$ cat config.mk
export PLATFORM = sky130hd
export DESIGN_NAME = yuv420_plane_psnr_core
export DESIGN_NICKNAME = d
export VERILOG_FILES = /design/src/design/yuvpsnr_pkg.sv /design/src/design/yuvpsnr_accum.sv /design/src/design/yuvpsnr_mul.sv /design/src/design/yuvpsnr_logseq.sv /design/src/design/yuv420_plane_psnr_core.sv
export VERILOG_INCLUDE_DIRS = /design/src /design/src/design
export SDC_FILE = /design/constraint.sdc
export NUM_CORES = 2
export LEC_CHECK = 0
export ABC_AREA = 1
export CAP_MARGIN = 20
export CORE_UTILIZATION = 40
export CTS_BUF_LIST = sky130_fd_sc_hd__clkbuf_4 sky130_fd_sc_hd__clkbuf_8
export DETAILED_ROUTE_END_ITERATION = 16
export DONT_BUFFER_PORTS = 1
export SYNTH_ARGS = -nofsm -noshare
export SYNTH_HDL_FRONTEND = slang
export SYNTH_SLANG_ARGS = --single-unit
$ cat constraint.sdc
create_clock -name clock -period 12.26 [get_ports clock]
set_clock_uncertainty 0.05 [all_clocks]
set_input_delay 3.065 -clock clock [delete_from_list [all_inputs] [get_ports clock]]
set_output_delay 3.065 -clock clock [all_outputs]
set_load 0.1 [all_outputs]
$ cat src/design/assert_macros.svh
// assertion macros shared by the rtl files
`ifndef ASSERT_MACROS_SVH
`define ASSERT_MACROS_SVH
`ifndef ASSERT_OFF
`define ASSERT_IMPLY(label, clk, rst, cond, prop) \
   label: assert property (@(posedge clk) disable iff (rst) (cond) |-> (prop)) \
      else $error("assertion failed");
`define ASSERT_NEXT(label, clk, rst, cond, prop) \
   label: assert property (@(posedge clk) disable iff (rst) (cond) |=> (prop)) \
      else $error("assertion failed");
`else
`define ASSERT_IMPLY(label, clk, rst, cond, prop)
`define ASSERT_NEXT(label, clk, rst, cond, prop)
`endif
`endif

$ cat src/design/yuvpsnr_pkg.sv
// shared types and constants of the yuv420 plane psnr core
`default_nettype none
package yuvpsnr_pkg;

   localparam int SAMPLE_W    = 8;
   localparam int SQ_W        = 16;
   localparam int SUM_W       = 40;
   localparam int PEAK_W      = 16;
   localparam int PSNR_W      = 15;
   localparam int LOG_FRAC    = 28;
   localparam int ITER_W      = 5;
   localparam int MANT_W      = 32;
   localparam int PROD_W      = 64;
   localparam int CAP_DB      = 100;
   localparam int CSR_INDEX_W = 1;
   localparam int CSR_DATA_W  = 13;

   localparam logic [PEAK_W-1:0] PEAK_SQ      = 16'd65025;
   localparam logic [29:0]       DB_PER_LOG2  = 30'd808071242;
   localparam logic [SUM_W-1:0]  SUM_MAX      = {SUM_W{1'b1}};

   localparam logic [CSR_INDEX_W-1:0] CSR_FRAME_WIDTH  = 1'b0;
   localparam logic [CSR_INDEX_W-1:0] CSR_FRAME_HEIGHT = 1'b1;

   typedef enum logic [1:0] {
      PLANE_Y = 2'd0,
      PLANE_U = 2'd1,
      PLANE_V = 2'd2
   } plane_type;

   typedef enum logic [1:0] {
      MUL_PEAK   = 2'd0,
      MUL_SQUARE = 2'd1,
      MUL_K_LO   = 2'd2,
      MUL_K_HI   = 2'd3
   } mul_op_type;

   typedef struct packed {
      plane_type plane;
      logic      sse_zero;
   } plane_job_type;

   typedef struct packed {
      plane_type plane;
      logic      capped;
      logic      frame_done;
   } rsp_flags_type;

endpackage
`default_nettype wire

$ cat src/design/yuvpsnr_accum.sv
// frame size registers, sample position and squared error accumulation
`default_nettype none
module yuvpsnr_accum #(
   parameter int MAX_SIDE = 4096,
   parameter int SIDE_W   = 13,
   parameter int LUMA_W   = 26
) (
   input  wire logic                                   clock,
   input  wire logic                                   reset,
   input  wire logic                                   csr_write_enable,
   input  wire logic [yuvpsnr_pkg::CSR_INDEX_W-1:0]    csr_index,
   input  wire logic [yuvpsnr_pkg::CSR_DATA_W-1:0]     csr_data,
   input  wire logic                                   accept,
   input  wire logic [yuvpsnr_pkg::SAMPLE_W-1:0]       ref_sample,
   input  wire logic [yuvpsnr_pkg::SAMPLE_W-1:0]       test_sample,
   output logic                                        size_ok,
   output logic                                        job_start,
   output logic [LUMA_W-1:0]                           plane_size,
   output logic [yuvpsnr_pkg::SUM_W-1:0]               plane_sse,
   output yuvpsnr_pkg::plane_job_type                  job
);

   function automatic logic [SIDE_W-1:0] clamp_side(input logic [yuvpsnr_pkg::CSR_DATA_W-1:0] v);
      logic [SIDE_W-1:0] r;
      if (v < 2) begin
         r = SIDE_W'(2);
      end else if (v > MAX_SIDE) begin
         r = SIDE_W'(MAX_SIDE);
      end else begin
         r = SIDE_W'(v);
      end
      return r;
   endfunction

   logic [SIDE_W-1:0]               width_ff, width_in;
   logic [SIDE_W-1:0]               height_ff, height_in;
   logic [LUMA_W-1:0]               luma_ff;
   logic                            size_ok_ff;
   logic [LUMA_W-1:0]               pos_ff, pos_in;
   logic [yuvpsnr_pkg::SUM_W-1:0]   sum_ff, sum_in;
   yuvpsnr_pkg::plane_type          plane_ff, plane_in;

   logic [yuvpsnr_pkg::SAMPLE_W:0]   diff;
   logic [yuvpsnr_pkg::SAMPLE_W-1:0] abs_diff;
   logic [yuvpsnr_pkg::SQ_W-1:0]     sq;
   logic [yuvpsnr_pkg::SUM_W:0]      sum_wide;
   logic [yuvpsnr_pkg::SUM_W-1:0]    sum_next;
   logic [LUMA_W:0]                  pos_next;
   logic                             last;

   // registers are kept already clamped
   always_comb begin
      width_in  = width_ff;
      height_in = height_ff;
      if (csr_write_enable) begin
         case (csr_index)
            yuvpsnr_pkg::CSR_FRAME_WIDTH:  width_in  = clamp_side(csr_data);
            yuvpsnr_pkg::CSR_FRAME_HEIGHT: height_in = clamp_side(csr_data);
            default: ;
         endcase
      end
   end

   assign plane_size = (plane_ff == yuvpsnr_pkg::PLANE_Y) ? luma_ff : (luma_ff >> 2);

   always_comb begin
      diff     = {1'b0, test_sample} - {1'b0, ref_sample};
      abs_diff = diff[yuvpsnr_pkg::SAMPLE_W] ? yuvpsnr_pkg::SAMPLE_W'(-diff)
                                             : diff[yuvpsnr_pkg::SAMPLE_W-1:0];
      sq       = yuvpsnr_pkg::SQ_W'(abs_diff) * yuvpsnr_pkg::SQ_W'(abs_diff);
      sum_wide = {1'b0, sum_ff} + (yuvpsnr_pkg::SUM_W + 1)'(sq);
      sum_next = sum_wide[yuvpsnr_pkg::SUM_W] ? yuvpsnr_pkg::SUM_MAX
                                              : sum_wide[yuvpsnr_pkg::SUM_W-1:0];
      pos_next = {1'b0, pos_ff} + (LUMA_W + 1)'(1);
      last     = pos_next >= {1'b0, plane_size};
   end

   always_comb begin
      pos_in   = pos_ff;
      sum_in   = sum_ff;
      plane_in = plane_ff;
      if (accept) begin
         if (last) begin
            pos_in = '0;
            sum_in = '0;
            case (plane_ff)
               yuvpsnr_pkg::PLANE_Y: plane_in = yuvpsnr_pkg::PLANE_U;
               yuvpsnr_pkg::PLANE_U: plane_in = yuvpsnr_pkg::PLANE_V;
               default:              plane_in = yuvpsnr_pkg::PLANE_Y;
            endcase
         end else begin
            pos_in = pos_next[LUMA_W-1:0];
            sum_in = sum_next;
         end
      end
   end

   assign job_start    = accept & last;
   assign plane_sse    = sum_next;
   assign job.plane    = (plane_ff == yuvpsnr_pkg::PLANE_Y) ? yuvpsnr_pkg::PLANE_Y :
                         (plane_ff == yuvpsnr_pkg::PLANE_U) ? yuvpsnr_pkg::PLANE_U :
                                                              yuvpsnr_pkg::PLANE_V;
   assign job.sse_zero = (sum_next == '0);
   assign size_ok      = size_ok_ff;

   always_ff @(posedge clock) begin
      if (reset) begin
         width_ff   <= clamp_side(yuvpsnr_pkg::CSR_DATA_W'(352));
         height_ff  <= clamp_side(yuvpsnr_pkg::CSR_DATA_W'(288));
         size_ok_ff <= 1'b0;
         pos_ff     <= '0;
         sum_ff     <= '0;
         plane_ff   <= yuvpsnr_pkg::PLANE_Y;
      end else begin
         width_ff   <= width_in;
         height_ff  <= height_in;
         size_ok_ff <= ~csr_write_enable;
         pos_ff     <= pos_in;
         sum_ff     <= sum_in;
         plane_ff   <= plane_in;
      end
   end

   // luma size is registered from the side registers and follows them in the next cycle
   always_ff @(posedge clock) begin
      luma_ff <= LUMA_W'(width_ff) * LUMA_W'(height_ff);
   end

endmodule
`default_nettype wire

$ cat src/design/yuvpsnr_mul.sv
// shared 32x32 multiplier with operand selection
`default_nettype none
module yuvpsnr_mul #(
   parameter int LUMA_W = 26,
   parameter int L_W    = 34
) (
   input  wire yuvpsnr_pkg::mul_op_type             op,
   input  wire logic [LUMA_W-1:0]                   n,
   input  wire logic [yuvpsnr_pkg::MANT_W-1:0]      mant,
   input  wire logic [L_W-1:0]                      log_ratio,
   output logic [yuvpsnr_pkg::PROD_W-1:0]           product
);

   logic [yuvpsnr_pkg::MANT_W-1:0] a;
   logic [yuvpsnr_pkg::MANT_W-1:0] b;

   always_comb begin
      case (op)
         yuvpsnr_pkg::MUL_PEAK: begin
            a = yuvpsnr_pkg::MANT_W'(n);
            b = yuvpsnr_pkg::MANT_W'(yuvpsnr_pkg::PEAK_SQ);
         end
         yuvpsnr_pkg::MUL_SQUARE: begin
            a = mant;
            b = mant;
         end
         yuvpsnr_pkg::MUL_K_LO: begin
            a = log_ratio[yuvpsnr_pkg::MANT_W-1:0];
            b = yuvpsnr_pkg::MANT_W'(yuvpsnr_pkg::DB_PER_LOG2);
         end
         yuvpsnr_pkg::MUL_K_HI: begin
            a = yuvpsnr_pkg::MANT_W'(log_ratio[L_W-1:yuvpsnr_pkg::MANT_W]);
            b = yuvpsnr_pkg::MANT_W'(yuvpsnr_pkg::DB_PER_LOG2);
         end
         default: begin
            a = '0;
            b = '0;
         end
      endcase
   end

   assign product = yuvpsnr_pkg::PROD_W'(a) * yuvpsnr_pkg::PROD_W'(b);

endmodule
`default_nettype wire

$ cat src/design/yuvpsnr_logseq.sv
// log-ratio sequencer: normalize, repeated squaring, scale to decibels
`default_nettype none
module yuvpsnr_logseq #(
   parameter int LUMA_W         = 26,
   parameter int PSNR_FRAC_BITS = 8
) (
   input  wire logic                               clock,
   input  wire logic                               reset,
   input  wire logic                               start,
   input  wire logic [LUMA_W-1:0]                  plane_size,
   input  wire logic [yuvpsnr_pkg::SUM_W-1:0]      plane_sse,
   input  wire yuvpsnr_pkg::plane_job_type         job,
   input  wire logic                               out_free,
   output logic                                    busy,
   output logic                                    done,
   output logic [yuvpsnr_pkg::PSNR_W-1:0]          psnr_value,
   output yuvpsnr_pkg::rsp_flags_type              flags
);

   localparam int WORD_W = (LUMA_W + yuvpsnr_pkg::PEAK_W > yuvpsnr_pkg::SUM_W) ?
                           LUMA_W + yuvpsnr_pkg::PEAK_W : yuvpsnr_pkg::SUM_W;
   localparam int E_W    = $clog2(WORD_W);
   localparam int L_W    = E_W + yuvpsnr_pkg::LOG_FRAC;
   localparam int VAL_W  = PSNR_FRAC_BITS + 8;
   localparam logic [E_W-1:0]   E_TOP     = E_W'(WORD_W - 1);
   localparam logic [yuvpsnr_pkg::ITER_W-1:0] ITER_LAST =
      yuvpsnr_pkg::ITER_W'(yuvpsnr_pkg::LOG_FRAC - 1);
   localparam logic [VAL_W-1:0] CAP_Q     = VAL_W'(yuvpsnr_pkg::CAP_DB) << PSNR_FRAC_BITS;
   localparam logic [yuvpsnr_pkg::PROD_W-1:0] PROD_CAP =
      yuvpsnr_pkg::PROD_W'(yuvpsnr_pkg::CAP_DB) << 56;
   localparam logic [yuvpsnr_pkg::PROD_W-1:0] ROUND_HALF =
      yuvpsnr_pkg::PROD_W'(1) << (55 - PSNR_FRAC_BITS);

   typedef enum logic [7:0] {
      S_IDLE  = 8'b0000_0001,
      S_PEAK  = 8'b0000_0010,
      S_NORM  = 8'b0000_0100,
      S_SQR   = 8'b0000_1000,
      S_LOG   = 8'b0001_0000,
      S_MULLO = 8'b0010_0000,
      S_MULHI = 8'b0100_0000,
      S_FIN   = 8'b1000_0000
   } seq_state_type;

   seq_state_type                          state_ff, state_in;
   logic [LUMA_W-1:0]                      n_ff, n_in;
   logic [yuvpsnr_pkg::SUM_W-1:0]          sse_ff, sse_in;
   yuvpsnr_pkg::plane_job_type             job_ff, job_in;
   logic [WORD_W-1:0]                      work_ff, work_in;
   logic [E_W-1:0]                         e_ff, e_in;
   logic [yuvpsnr_pkg::MANT_W-1:0]         mant_ff, mant_in;
   logic [yuvpsnr_pkg::LOG_FRAC-1:0]       frac_ff, frac_in;
   logic [yuvpsnr_pkg::ITER_W-1:0]         iter_ff, iter_in;
   logic                                   pass_ff, pass_in;
   logic [L_W-1:0]                         ln_ff, ln_in;
   logic [L_W-1:0]                         l_ff, l_in;
   logic [yuvpsnr_pkg::PROD_W-1:0]         prod_ff, prod_in;

   yuvpsnr_pkg::mul_op_type                op;
   logic [yuvpsnr_pkg::PROD_W-1:0]         product;
   logic [yuvpsnr_pkg::MANT_W:0]           sq_top;
   logic [L_W-1:0]                         log_val;
   logic [yuvpsnr_pkg::PROD_W-1:0]         rounded;
   logic [yuvpsnr_pkg::PROD_W-1:0]         val_wide;
   logic [VAL_W-1:0]                       val;
   logic                                   capped;
   logic [VAL_W-1:0]                       val_final;

   always_comb begin
      case (state_ff)
         S_PEAK:  op = yuvpsnr_pkg::MUL_PEAK;
         S_MULLO: op = yuvpsnr_pkg::MUL_K_LO;
         S_MULHI: op = yuvpsnr_pkg::MUL_K_HI;
         default: op = yuvpsnr_pkg::MUL_SQUARE;
      endcase
   end

   yuvpsnr_mul #(
      .LUMA_W (LUMA_W),
      .L_W    (L_W)
   ) u_mul (
      .op        (op),
      .n         (n_ff),
      .mant      (mant_ff),
      .log_ratio (l_ff),
      .product   (product)
   );

   assign sq_top  = product[yuvpsnr_pkg::PROD_W-1:31];
   assign log_val = {e_ff, frac_ff};

   always_comb begin
      state_in = state_ff;
      n_in     = n_ff;
      sse_in   = sse_ff;
      job_in   = job_ff;
      work_in  = work_ff;
      e_in     = e_ff;
      mant_in  = mant_ff;
      frac_in  = frac_ff;
      iter_in  = iter_ff;
      pass_in  = pass_ff;
      ln_in    = ln_ff;
      l_in     = l_ff;
      prod_in  = prod_ff;
      done     = 1'b0;
      case (state_ff)
         S_IDLE: begin
            if (start) begin
               n_in     = plane_size;
               sse_in   = plane_sse;
               job_in   = job;
               state_in = S_PEAK;
            end
         end
         S_PEAK: begin
            work_in  = WORD_W'(product);
            e_in     = E_TOP;
            pass_in  = 1'b0;
            state_in = S_NORM;
         end
         S_NORM: begin
            if (work_ff[WORD_W-1]) begin
               mant_in  = work_ff[WORD_W-1 -: yuvpsnr_pkg::MANT_W];
               frac_in  = '0;
               iter_in  = '0;
               state_in = S_SQR;
            end else begin
               work_in = work_ff << 1;
               e_in    = e_ff - E_W'(1);
            end
         end
         S_SQR: begin
            if (sq_top[yuvpsnr_pkg::MANT_W]) begin
               mant_in = sq_top[yuvpsnr_pkg::MANT_W:1];
               frac_in = {frac_ff[yuvpsnr_pkg::LOG_FRAC-2:0], 1'b1};
            end else begin
               mant_in = sq_top[yuvpsnr_pkg::MANT_W-1:0];
               frac_in = {frac_ff[yuvpsnr_pkg::LOG_FRAC-2:0], 1'b0};
            end
            iter_in = iter_ff + yuvpsnr_pkg::ITER_W'(1);
            if (iter_ff == ITER_LAST) begin
               state_in = S_LOG;
            end
         end
         S_LOG: begin
            if (!pass_ff) begin
               ln_in    = log_val;
               work_in  = (sse_ff == '0) ? WORD_W'(1) : WORD_W'(sse_ff);
               e_in     = E_TOP;
               pass_in  = 1'b1;
               state_in = S_NORM;
            end else begin
               l_in     = (ln_ff > log_val) ? (ln_ff - log_val) : '0;
               state_in = S_MULLO;
            end
         end
         S_MULLO: begin
            prod_in  = product;
            state_in = S_MULHI;
         end
         S_MULHI: begin
            prod_in  = prod_ff + {product[yuvpsnr_pkg::MANT_W-1:0],
                                  {yuvpsnr_pkg::MANT_W{1'b0}}};
            state_in = S_FIN;
         end
         S_FIN: begin
            if (out_free) begin
               done     = 1'b1;
               state_in = S_IDLE;
            end
         end
         default: state_in = S_IDLE;
      endcase
   end

   // round to nearest at the output fraction, cap at 100 dB
   always_comb begin
      rounded   = prod_ff + ROUND_HALF;
      val_wide  = rounded >> (56 - PSNR_FRAC_BITS);
      val       = val_wide[VAL_W-1:0];
      capped    = job_ff.sse_zero | (prod_ff > PROD_CAP);
      val_final = (capped || (val > CAP_Q)) ? CAP_Q : val;
   end

   assign psnr_value       = yuvpsnr_pkg::PSNR_W'(val_final);
   assign flags.plane      = job_ff.plane;
   assign flags.capped     = capped;
   assign flags.frame_done = (job_ff.plane == yuvpsnr_pkg::PLANE_V);
   assign busy             = (state_ff != S_IDLE);

   always_ff @(posedge clock) begin
      if (reset) begin
         state_ff <= S_IDLE;
      end else begin
         state_ff <= state_in;
      end
   end

   always_ff @(posedge clock) begin
      n_ff    <= n_in;
      sse_ff  <= sse_in;
      job_ff  <= job_in;
      work_ff <= work_in;
      e_ff    <= e_in;
      mant_ff <= mant_in;
      frac_ff <= frac_in;
      iter_ff <= iter_in;
      pass_ff <= pass_in;
      ln_ff   <= ln_in;
      l_ff    <= l_in;
      prod_ff <= prod_in;
   end

endmodule
`default_nettype wire

$ cat src/design/yuv420_plane_psnr_core.sv
// psnr core: one sample pair a cycle when not stalled, log sequence at each plane end
// result path after the plane's last pair: peak multiply, then per operand normalize over
//   WORD_W bits (42 by default) and squarings, log difference, scale multiplies, output register
// throughput: one pair per cycle inside a plane; the shared 32x32 multiplier runs 56 squarings
//   at each plane end; input stalls while the sequence runs, while a finished word waits, and
//   in the cycle after each csr write; reset: synchronous, clears position, sum, plane, sequencer
`default_nettype none
`include "assert_macros.svh"
module yuv420_plane_psnr_core #(
   parameter int MAX_SIDE       = 4096,
   parameter int PSNR_FRAC_BITS = 8
) (
   input  wire logic                                clock,
   input  wire logic                                reset,
   // sample pair input
   input  wire logic                                req_valid,
   output logic                                     req_stall,
   input  wire logic [yuvpsnr_pkg::SAMPLE_W-1:0]    req_ref_sample,
   input  wire logic [yuvpsnr_pkg::SAMPLE_W-1:0]    req_test_sample,
   // plane result output
   output logic                                     rsp_valid,
   input  wire logic                                rsp_stall,
   output logic [1:0]                               rsp_plane_id,
   output logic [yuvpsnr_pkg::PSNR_W-1:0]           rsp_psnr_value,
   output logic                                     rsp_capped,
   output logic                                     rsp_frame_done,
   // register writes
   input  wire logic                                csr_write_enable,
   input  wire logic [yuvpsnr_pkg::CSR_INDEX_W-1:0] csr_index,
   input  wire logic [yuvpsnr_pkg::CSR_DATA_W-1:0]  csr_data
);

   // side width holds MAX_SIDE itself, luma size is the product of two sides
   localparam int SIDE_W = $clog2(MAX_SIDE + 1);
   localparam int LUMA_W = 2 * SIDE_W;

   logic                               accept;
   logic                               size_ok;
   logic                               job_start;
   logic [LUMA_W-1:0]                  plane_size;
   logic [yuvpsnr_pkg::SUM_W-1:0]      plane_sse;
   yuvpsnr_pkg::plane_job_type         job;
   logic                               seq_busy;
   logic                               seq_done;
   logic [yuvpsnr_pkg::PSNR_W-1:0]     seq_value;
   yuvpsnr_pkg::rsp_flags_type         seq_flags;
   logic                               out_free;

   logic                               rsp_valid_ff, rsp_valid_in;
   logic [yuvpsnr_pkg::PSNR_W-1:0]     rsp_value_ff;
   yuvpsnr_pkg::rsp_flags_type         rsp_flags_ff;

   // pairs are refused while the log sequence runs and while the luma size
   // register catches up with a fresh side write
   assign req_stall = seq_busy | ~size_ok;
   assign accept    = req_valid & ~req_stall;

   yuvpsnr_accum #(
      .MAX_SIDE (MAX_SIDE),
      .SIDE_W   (SIDE_W),
      .LUMA_W   (LUMA_W)
   ) u_accum (
      .clock            (clock),
      .reset            (reset),
      .csr_write_enable (csr_write_enable),
      .csr_index        (csr_index),
      .csr_data         (csr_data),
      .accept           (accept),
      .ref_sample       (req_ref_sample),
      .test_sample      (req_test_sample),
      .size_ok          (size_ok),
      .job_start        (job_start),
      .plane_size       (plane_size),
      .plane_sse        (plane_sse),
      .job              (job)
   );

   // the sequencer holds its finished result until the output word is free
   assign out_free = ~rsp_valid_ff | ~rsp_stall;

   yuvpsnr_logseq #(
      .LUMA_W         (LUMA_W),
      .PSNR_FRAC_BITS (PSNR_FRAC_BITS)
   ) u_logseq (
      .clock      (clock),
      .reset      (reset),
      .start      (job_start),
      .plane_size (plane_size),
      .plane_sse  (plane_sse),
      .job        (job),
      .out_free   (out_free),
      .busy       (seq_busy),
      .done       (seq_done),
      .psnr_value (seq_value),
      .flags      (seq_flags)
   );

   // output word register
   always_comb begin
      rsp_valid_in = rsp_valid_ff;
      if (seq_done) begin
         rsp_valid_in = 1'b1;
      end else if (!rsp_stall) begin
         rsp_valid_in = 1'b0;
      end
   end

   always_ff @(posedge clock) begin
      if (reset) begin
         rsp_valid_ff <= 1'b0;
      end else begin
         rsp_valid_ff <= rsp_valid_in;
      end
   end

   always_ff @(posedge clock) begin
      if (seq_done) begin
         rsp_value_ff <= seq_value;
         rsp_flags_ff <= seq_flags;
      end
   end

   assign rsp_valid      = rsp_valid_ff;
   assign rsp_plane_id   = rsp_flags_ff.plane;
   assign rsp_psnr_value = rsp_value_ff;
   assign rsp_capped     = rsp_flags_ff.capped;
   assign rsp_frame_done = rsp_flags_ff.frame_done;

   // a plane end must launch the sequencer
   `ASSERT_NEXT(a_start_busy, clock, reset, job_start, seq_busy)
   // the sequencer never overwrites a word still waiting at the output
   `ASSERT_IMPLY(a_done_slot_free, clock, reset, seq_done, !rsp_valid_ff || !rsp_stall)
   // frame close is only flagged on the v plane
   `ASSERT_IMPLY(a_frame_done_v, clock, reset, rsp_valid_ff && rsp_flags_ff.frame_done, rsp_flags_ff.plane == yuvpsnr_pkg::PLANE_V)

endmodule
`default_nettype wire
## After elaboration in Yosys (flattened, before gate mapping)

Index checks and enable logic that the tools add are counted.

- Word-level logic and storage cells: 138
- Register bits: 464
- Input port bits: 35
- Output and inout port bits: 21

- $lt $le $gt $ge: 6
- Equality and inequality tests: 22
- Add/sub/neg operators: 9
- Bitwise gates (word level): 12
- Reductions and logical operators: 20
- Mux-type cells: 39
- Multiply operators: 3

Operators by type and width:

| operator | count |
|---|---|
| 32-bit one-hot mux with 4 select lines | 1 |
| 64-bit one-hot mux with 2 select lines | 1 |
| 42-bit one-hot mux with 3 select lines | 1 |
| 40-bit two-way mux | 3 |
| 32-bit one-hot mux with 3 select lines | 1 |
| 42-bit two-way mux | 2 |
| 40-bit logical NOT | 2 |
| 64-bit by 48-bit adder with 64-bit output (second input constant) | 1 |
| 64-bit adder | 1 |
| 64-bit by 63-bit greater-than comparator with 1-bit output (second input constant) | 1 |
| 32-bit by 32-bit multiplier with 64-bit output | 1 |
| 32-bit two-way mux | 2 |
| 32-bit one-hot mux with 2 select lines | 1 |
| 8-bit one-hot mux with 8 select lines | 1 |
| 28-bit one-hot mux with 2 select lines | 1 |
| 26-bit two-way mux | 2 |
| 40-bit by 16-bit adder with 41-bit output | 1 |
| 8-bit two-way mux | 5 |
| 34-bit greater-than comparator | 1 |
| 34-bit subtractor | 1 |
| 28-bit two-way mux | 1 |
| 26-bit by 1-bit adder with 27-bit output (second input constant) | 1 |
| 27-bit by 26-bit greater-or-equal comparator with 1-bit output | 1 |
| 13-bit by 13-bit multiplier with 26-bit output | 1 |
| other kinds (43) | 77 |

## Logic depth before layout (Yosys ltp)

- Depth after elaboration: 8
- Mapped depth: 49
- Depth with buffers taken out: 47

## Cells and area by module

Synthesis repeated with hierarchy kept, for this count alone.

- Cells, all modules: 8767
- Area, all modules: 68455.7 um2

By module, submodules not included:

| module | area an instance (um2) | seq. area each (um2) | instances | cells each |
|---|---|---|---|---|
| yuvpsnr_mul | 35099.9 | 0.0 | 1 | 4611 |
| yuvpsnr_logseq | 17574.4 | 9619.2 | 1 | 1947 |
| yuvpsnr_accum | 15154.5 | 2422.3 | 1 | 2182 |
| yuv420_plane_psnr_core | 626.9 | 590.6 | 1 | 27 |

## Worst setup path after synthesis

No wires, ideal clock.

- Path kind: reg2reg
- From: register u_logseq.state_ff[0]
- To: register u_logseq.prod_ff[63] (netlist name) (data pin)
- Period minus slack after synthesis: 8.901 ns
- Data arrival time: 8.597 ns
- Buffers on the path: 2
- Library setup time: 0.254 ns
- Stages on the path, launching flop included: 50
- Path slack: 3.359 ns
- Data required time: 11.956 ns
- Cells stage by stage: dfxtp_1 > nor2_1 > inv_2 > nor2_4 > nand2_2 > nand2_4 > nor2_4 > buf_4 > nand2_1 > nand2_1 > inv_2 > buf_2 > nor2_1 > inv_1 > fa_1 > inv_1 > fa_1 > inv_1 > [... 14 more ...] > inv_1 > nor3_1 > inv_1 > nor2_1 > nand2_1 > o211ai_1 > xor2_1 > inv_1 > ha_1 > inv_1 > nor3_1 > nand2_1 > nor3_1 > nand2_1 > nand2_1 > nand3_1 > nand3_1 > nand2_1

- Cells in the longest elaborated chain, start to end: 8
- Elaborated cells on any way between the ends: 14
- Classes of those cells: 1 x add/sub; 1 x mul; 6 x eq/ne; 4 x mux; 2 x reduce/logical

Ends and longest elaborated chain:

| what | line | source |
|---|---|---|
| start, declared | yuvpsnr_logseq.sv:45 | `seq_state_type state_ff, state_in;` |
| start signal, assigned | yuvpsnr_logseq.sv:196 | `state_ff <= state_in;` |
| 8-bit by 7-bit == test with 1-bit output (tied with other cells) | yuvpsnr_logseq.sv:70, yuvpsnr_logseq.sv:107 |  |
| 2-bit one-hot mux with 3 select lines | yuvpsnr_logseq.sv:70 | `case (state_ff)` |
| 2-bit == test | yuvpsnr_mul.sv:18 | `case (op)` |
| 2-bit OR reduction (no source line) | -- |  |
| 32-bit one-hot mux with 3 select lines | yuvpsnr_mul.sv:18 |  |
| 32-bit by 32-bit multiplier with 64-bit output | yuvpsnr_mul.sv:42 | `assign product = yuvpsnr_pkg::PROD_W'(a) * yuvpsnr_pkg::PROD_W'(b);` |
| 64-bit adder | yuvpsnr_logseq.sv:163 | `prod_in = prod_ff + {product[yuvpsnr_pkg::MANT_W-1:0],` |
| 64-bit one-hot mux with 2 select lines (*) | yuvpsnr_logseq.sv:107 | `case (state_ff)` |
| named net u_logseq.prod_in (one bit) | yuvpsnr_logseq.sv:57 | `logic [yuvpsnr_pkg::PROD_W-1:0] prod_ff, prod_in;` |
| end signal, assigned | yuvpsnr_logseq.sv:212 | `prod_ff <= prod_in;` |
| end, declared | yuvpsnr_logseq.sv:57 |  |

The timed path passes the listed nets; every way through them passes the cells marked *.
A chain may end at the register's enable or synchronous reset.

## Final worst setup path

- From: register u_logseq.state_ff[6]
- To: register u_logseq.prod_ff[62] (netlist name) (data pin)

Same word-level chain as after synthesis.

==> out/results.tsv <==
metric	value	unit
grt_usage	29.40	%
synth-seq-cells	464	
regArea	0.01263	mm²
reg2reg_from	u_logseq.state_ff[6]	
routed_via_density	5.337	
cpPeakStageDelay	0.81	ns
tightest_slew	1.196	ns
die_y	409.8	µm
row_count	149	
critical-path-slowest-cell	inv_1	
status	completed	
finalHoldViolations	0	
core-area	0.1650	mm²
max_freq	86.33	MHz
use_met3	5.126	%
drv_slew	0	
worst_r2r_endpoint	u_logseq.prod_ff[62]	
drive_gt1_share	4.384	%
reg2regPathDepth	37	
cts_hold_buf	0	
syn-num-nets	9832	
ctsResizeCount	0	
drc	0	
fin_tns_setup	0	ns
cts_setup_buffers	0	
grt-ovfl-total	0	
multiInputGateArea	0.04587	mm²
diodes	0	
synth_edf_count	334	
setup_viol	0	
cts-root-buf	clkbuf_8	
clockBufferDepth	3	
yosysWarnings	0	
synthTopCellsByArea	fa_1, edfxtp_1, nand2_1	
pre_cts_slack	0.7890	ns
antenna_found_initial	2	
first_pass_iters	6	
worstHoldPathCells	0	
grt_pass1_vias	58530	
placement.io_buffers	0	
grtUsageMet1	36.28	%
drt_iter0_drc	4735	
layout_common_cells	nand2_1, inv_1, fa_1, nor2_1, ha_1	
async_flop_share	0	%
ant_nets	0	
grt_max_degree	78	
netlist_area	0.06651	mm²
grt_use_met2	47.45	%
num_io_pins	56	
cts_tree	done	
fin_nets	9766	
yosysUniqueCellTypes	60	
final_util	42.91	%
syn_area_per_cell	8.054	µm²
crit_fanout	28	
synth_top_area_cell	fa_1	
grt_pass1_wl	366.7	mm
fin_crit	11.58	ns
r2r_slack	0.68	ns
min_path_type	flip-flop to flip-flop	
clkLatencyLatePin	0.74	ns
h-tree-depth	3	
clk_pin_slew	0.06	ns
hold_end	u_logseq.ln_ff[23]	
dieArea	0.1679	mm²
areaGrowthSynthToFinish	6.443	%
initial_utilization	40.31	%
maxCapViolCount	0	
worstHoldStart	u_logseq.frac_ff[23]	
required	12.67	ns
cp-end-kind	flip-flop	
synth_flop_cell	edfxtp_1	
dpl.hpwl	199.3	mm
synth_top_area_share	31.88	%
worst_ep_arrival_time	11.99	ns
cts_buffers	78	
crit_start	u_logseq.state_ff[6]	
routedWlPerCell	23.44	µm
synthCells	8258	
grt.busiest_layer	met2	
vias	55750	
fill_cells	16820	
worst_slack	0.6771	ns
critical_path_class	flip-flop to flip-flop	
wirelength	244.8	mm
rsz0062_at_grt	false	
final_common_cell	nand2_1	
synth.yosys.seq_area_share	18.99	%
place_congestion	1.050	
critPathLaunchType	flip-flop	
max-slew-margin-rel	19.72	%
die_w	409.8	µm
finalCritPeriodShare	94.48	%
numClockSinks	464	
synthesized netlist by cell type, types with 3 or more instances:
cell type	instances
nand2_1	1904
inv_1	1792
fa_1	1059
nor2_1	821
ha_1	480
a21oi_1	370
edfxtp_1	334
nand3_1	325
o21ai_0	208
clkbuf_1	154
dfxtp_1	130
xor2_1	98
buf_2	85
nor3_1	66
nand4_1	60
xnor2_1	57
inv_2	36
nor4_1	34
o21bai_1	23
or2_2	22
o211ai_1	21
a21o_1	15
a221oi_1	15
clkinv_1	15
o21ai_2	13
buf_1	12
nand3b_1	12
o221ai_1	11
o21ai_1	10
nand2_2	9
a31oi_1	8
buf_6	7
o21a_1	5
a22oi_1	4
a21boi_0	3
and2_0	3
buf_4	3
nor2_2	3
nor2_4	3
cells by family after synthesis:
group,synth area share (%)
simple gates,19.87
buf+inv,12.14
fa+ha+maj,40.91
compound gates,6.052
flops,18.99
xor+xnor,2.041
area by class of cell:
cell class / instances / share of cell area (%)
multi-input combinational: 5689 / 64.79
sequential: 464 / 17.84
inverter: 1844 / 9.781
tap: 2189 / 3.869
clock buffer: 106 / 1.919
timing repair buffer: 115 / 1.219
clock inverter: 39 / 0.5815
registers in the layout, indices dropped and copies added (netlist names), 2 cells and up:
signal and count:
u_logseq.frac_ff 28, rsp_plane_id 2, u_logseq.work_ff 42, u_logseq.n_ff 26, u_accum.pos_ff 26, u_accum.width_ff 13, u_logseq.flags 2, u_logseq.prod_ff 64
u_logseq.state_ff 8, u_logseq.sse_ff 40, u_logseq.ln_ff 34, u_logseq.mant_ff 32, u_logseq.e_ff 6, u_accum.plane_ff 2, u_logseq.l_ff 34, u_accum.height_ff 13
rsp_psnr_value 15, u_logseq.iter_ff 5, u_accum.luma_ff 26, u_accum.sum_ff 40
per-layer routing:
metal  up-vias  wire length [µm]
met2      2509            111300
met1     27610             94910
met4         0             18950
li1      24980                 -
met5         -                 0
met3       649             19640
worst max-delay path by stage:
stage / end / slack [ns] / cells past startpoint
after floorplan: u_logseq.prod_ff[63] / 3.36 / 49
after global placement: u_logseq.prod_ff[61] / 0.74 / 38
after detailed placement: u_logseq.prod_ff[62] / 0.79 / 37
after CTS: u_logseq.prod_ff[62] / 0.73 / 37
after global routing: u_logseq.prod_ff[62] / 0.23 / 39
final: u_logseq.prod_ff[62] / 0.68 / 37
critical path: cells and delay by family, from the launching register on:
kind / cells / cell delay, ns
adder cells (fa/ha/maj): 10 / 4.84
AND/OR/NAND/NOR: 8 / 2.42
AO/OA/AOI/OAI: 9 / 1.68
buffers and inverters: 9 / 1.31
XOR/XNOR: 1 / 0.69
flip-flops: 1 / 0.34
stage by stage:
step	hold WS, ns	instance area (µm²)	cells
3_3_place_gp	0.3788	69020	10300
4_1_cts	0.3728	70790	10450
5_1_grt	0.3847	70790	10450
3_5_place_dp	0.3838	69020	10300
2_1_floorplan	0.3764	66510	8258
6_report	0.3838	70790	10450
Power is left out: the tool's default activity adds up to more than one toggle a clock period on the data nets, which glitch-free logic cannot reach.
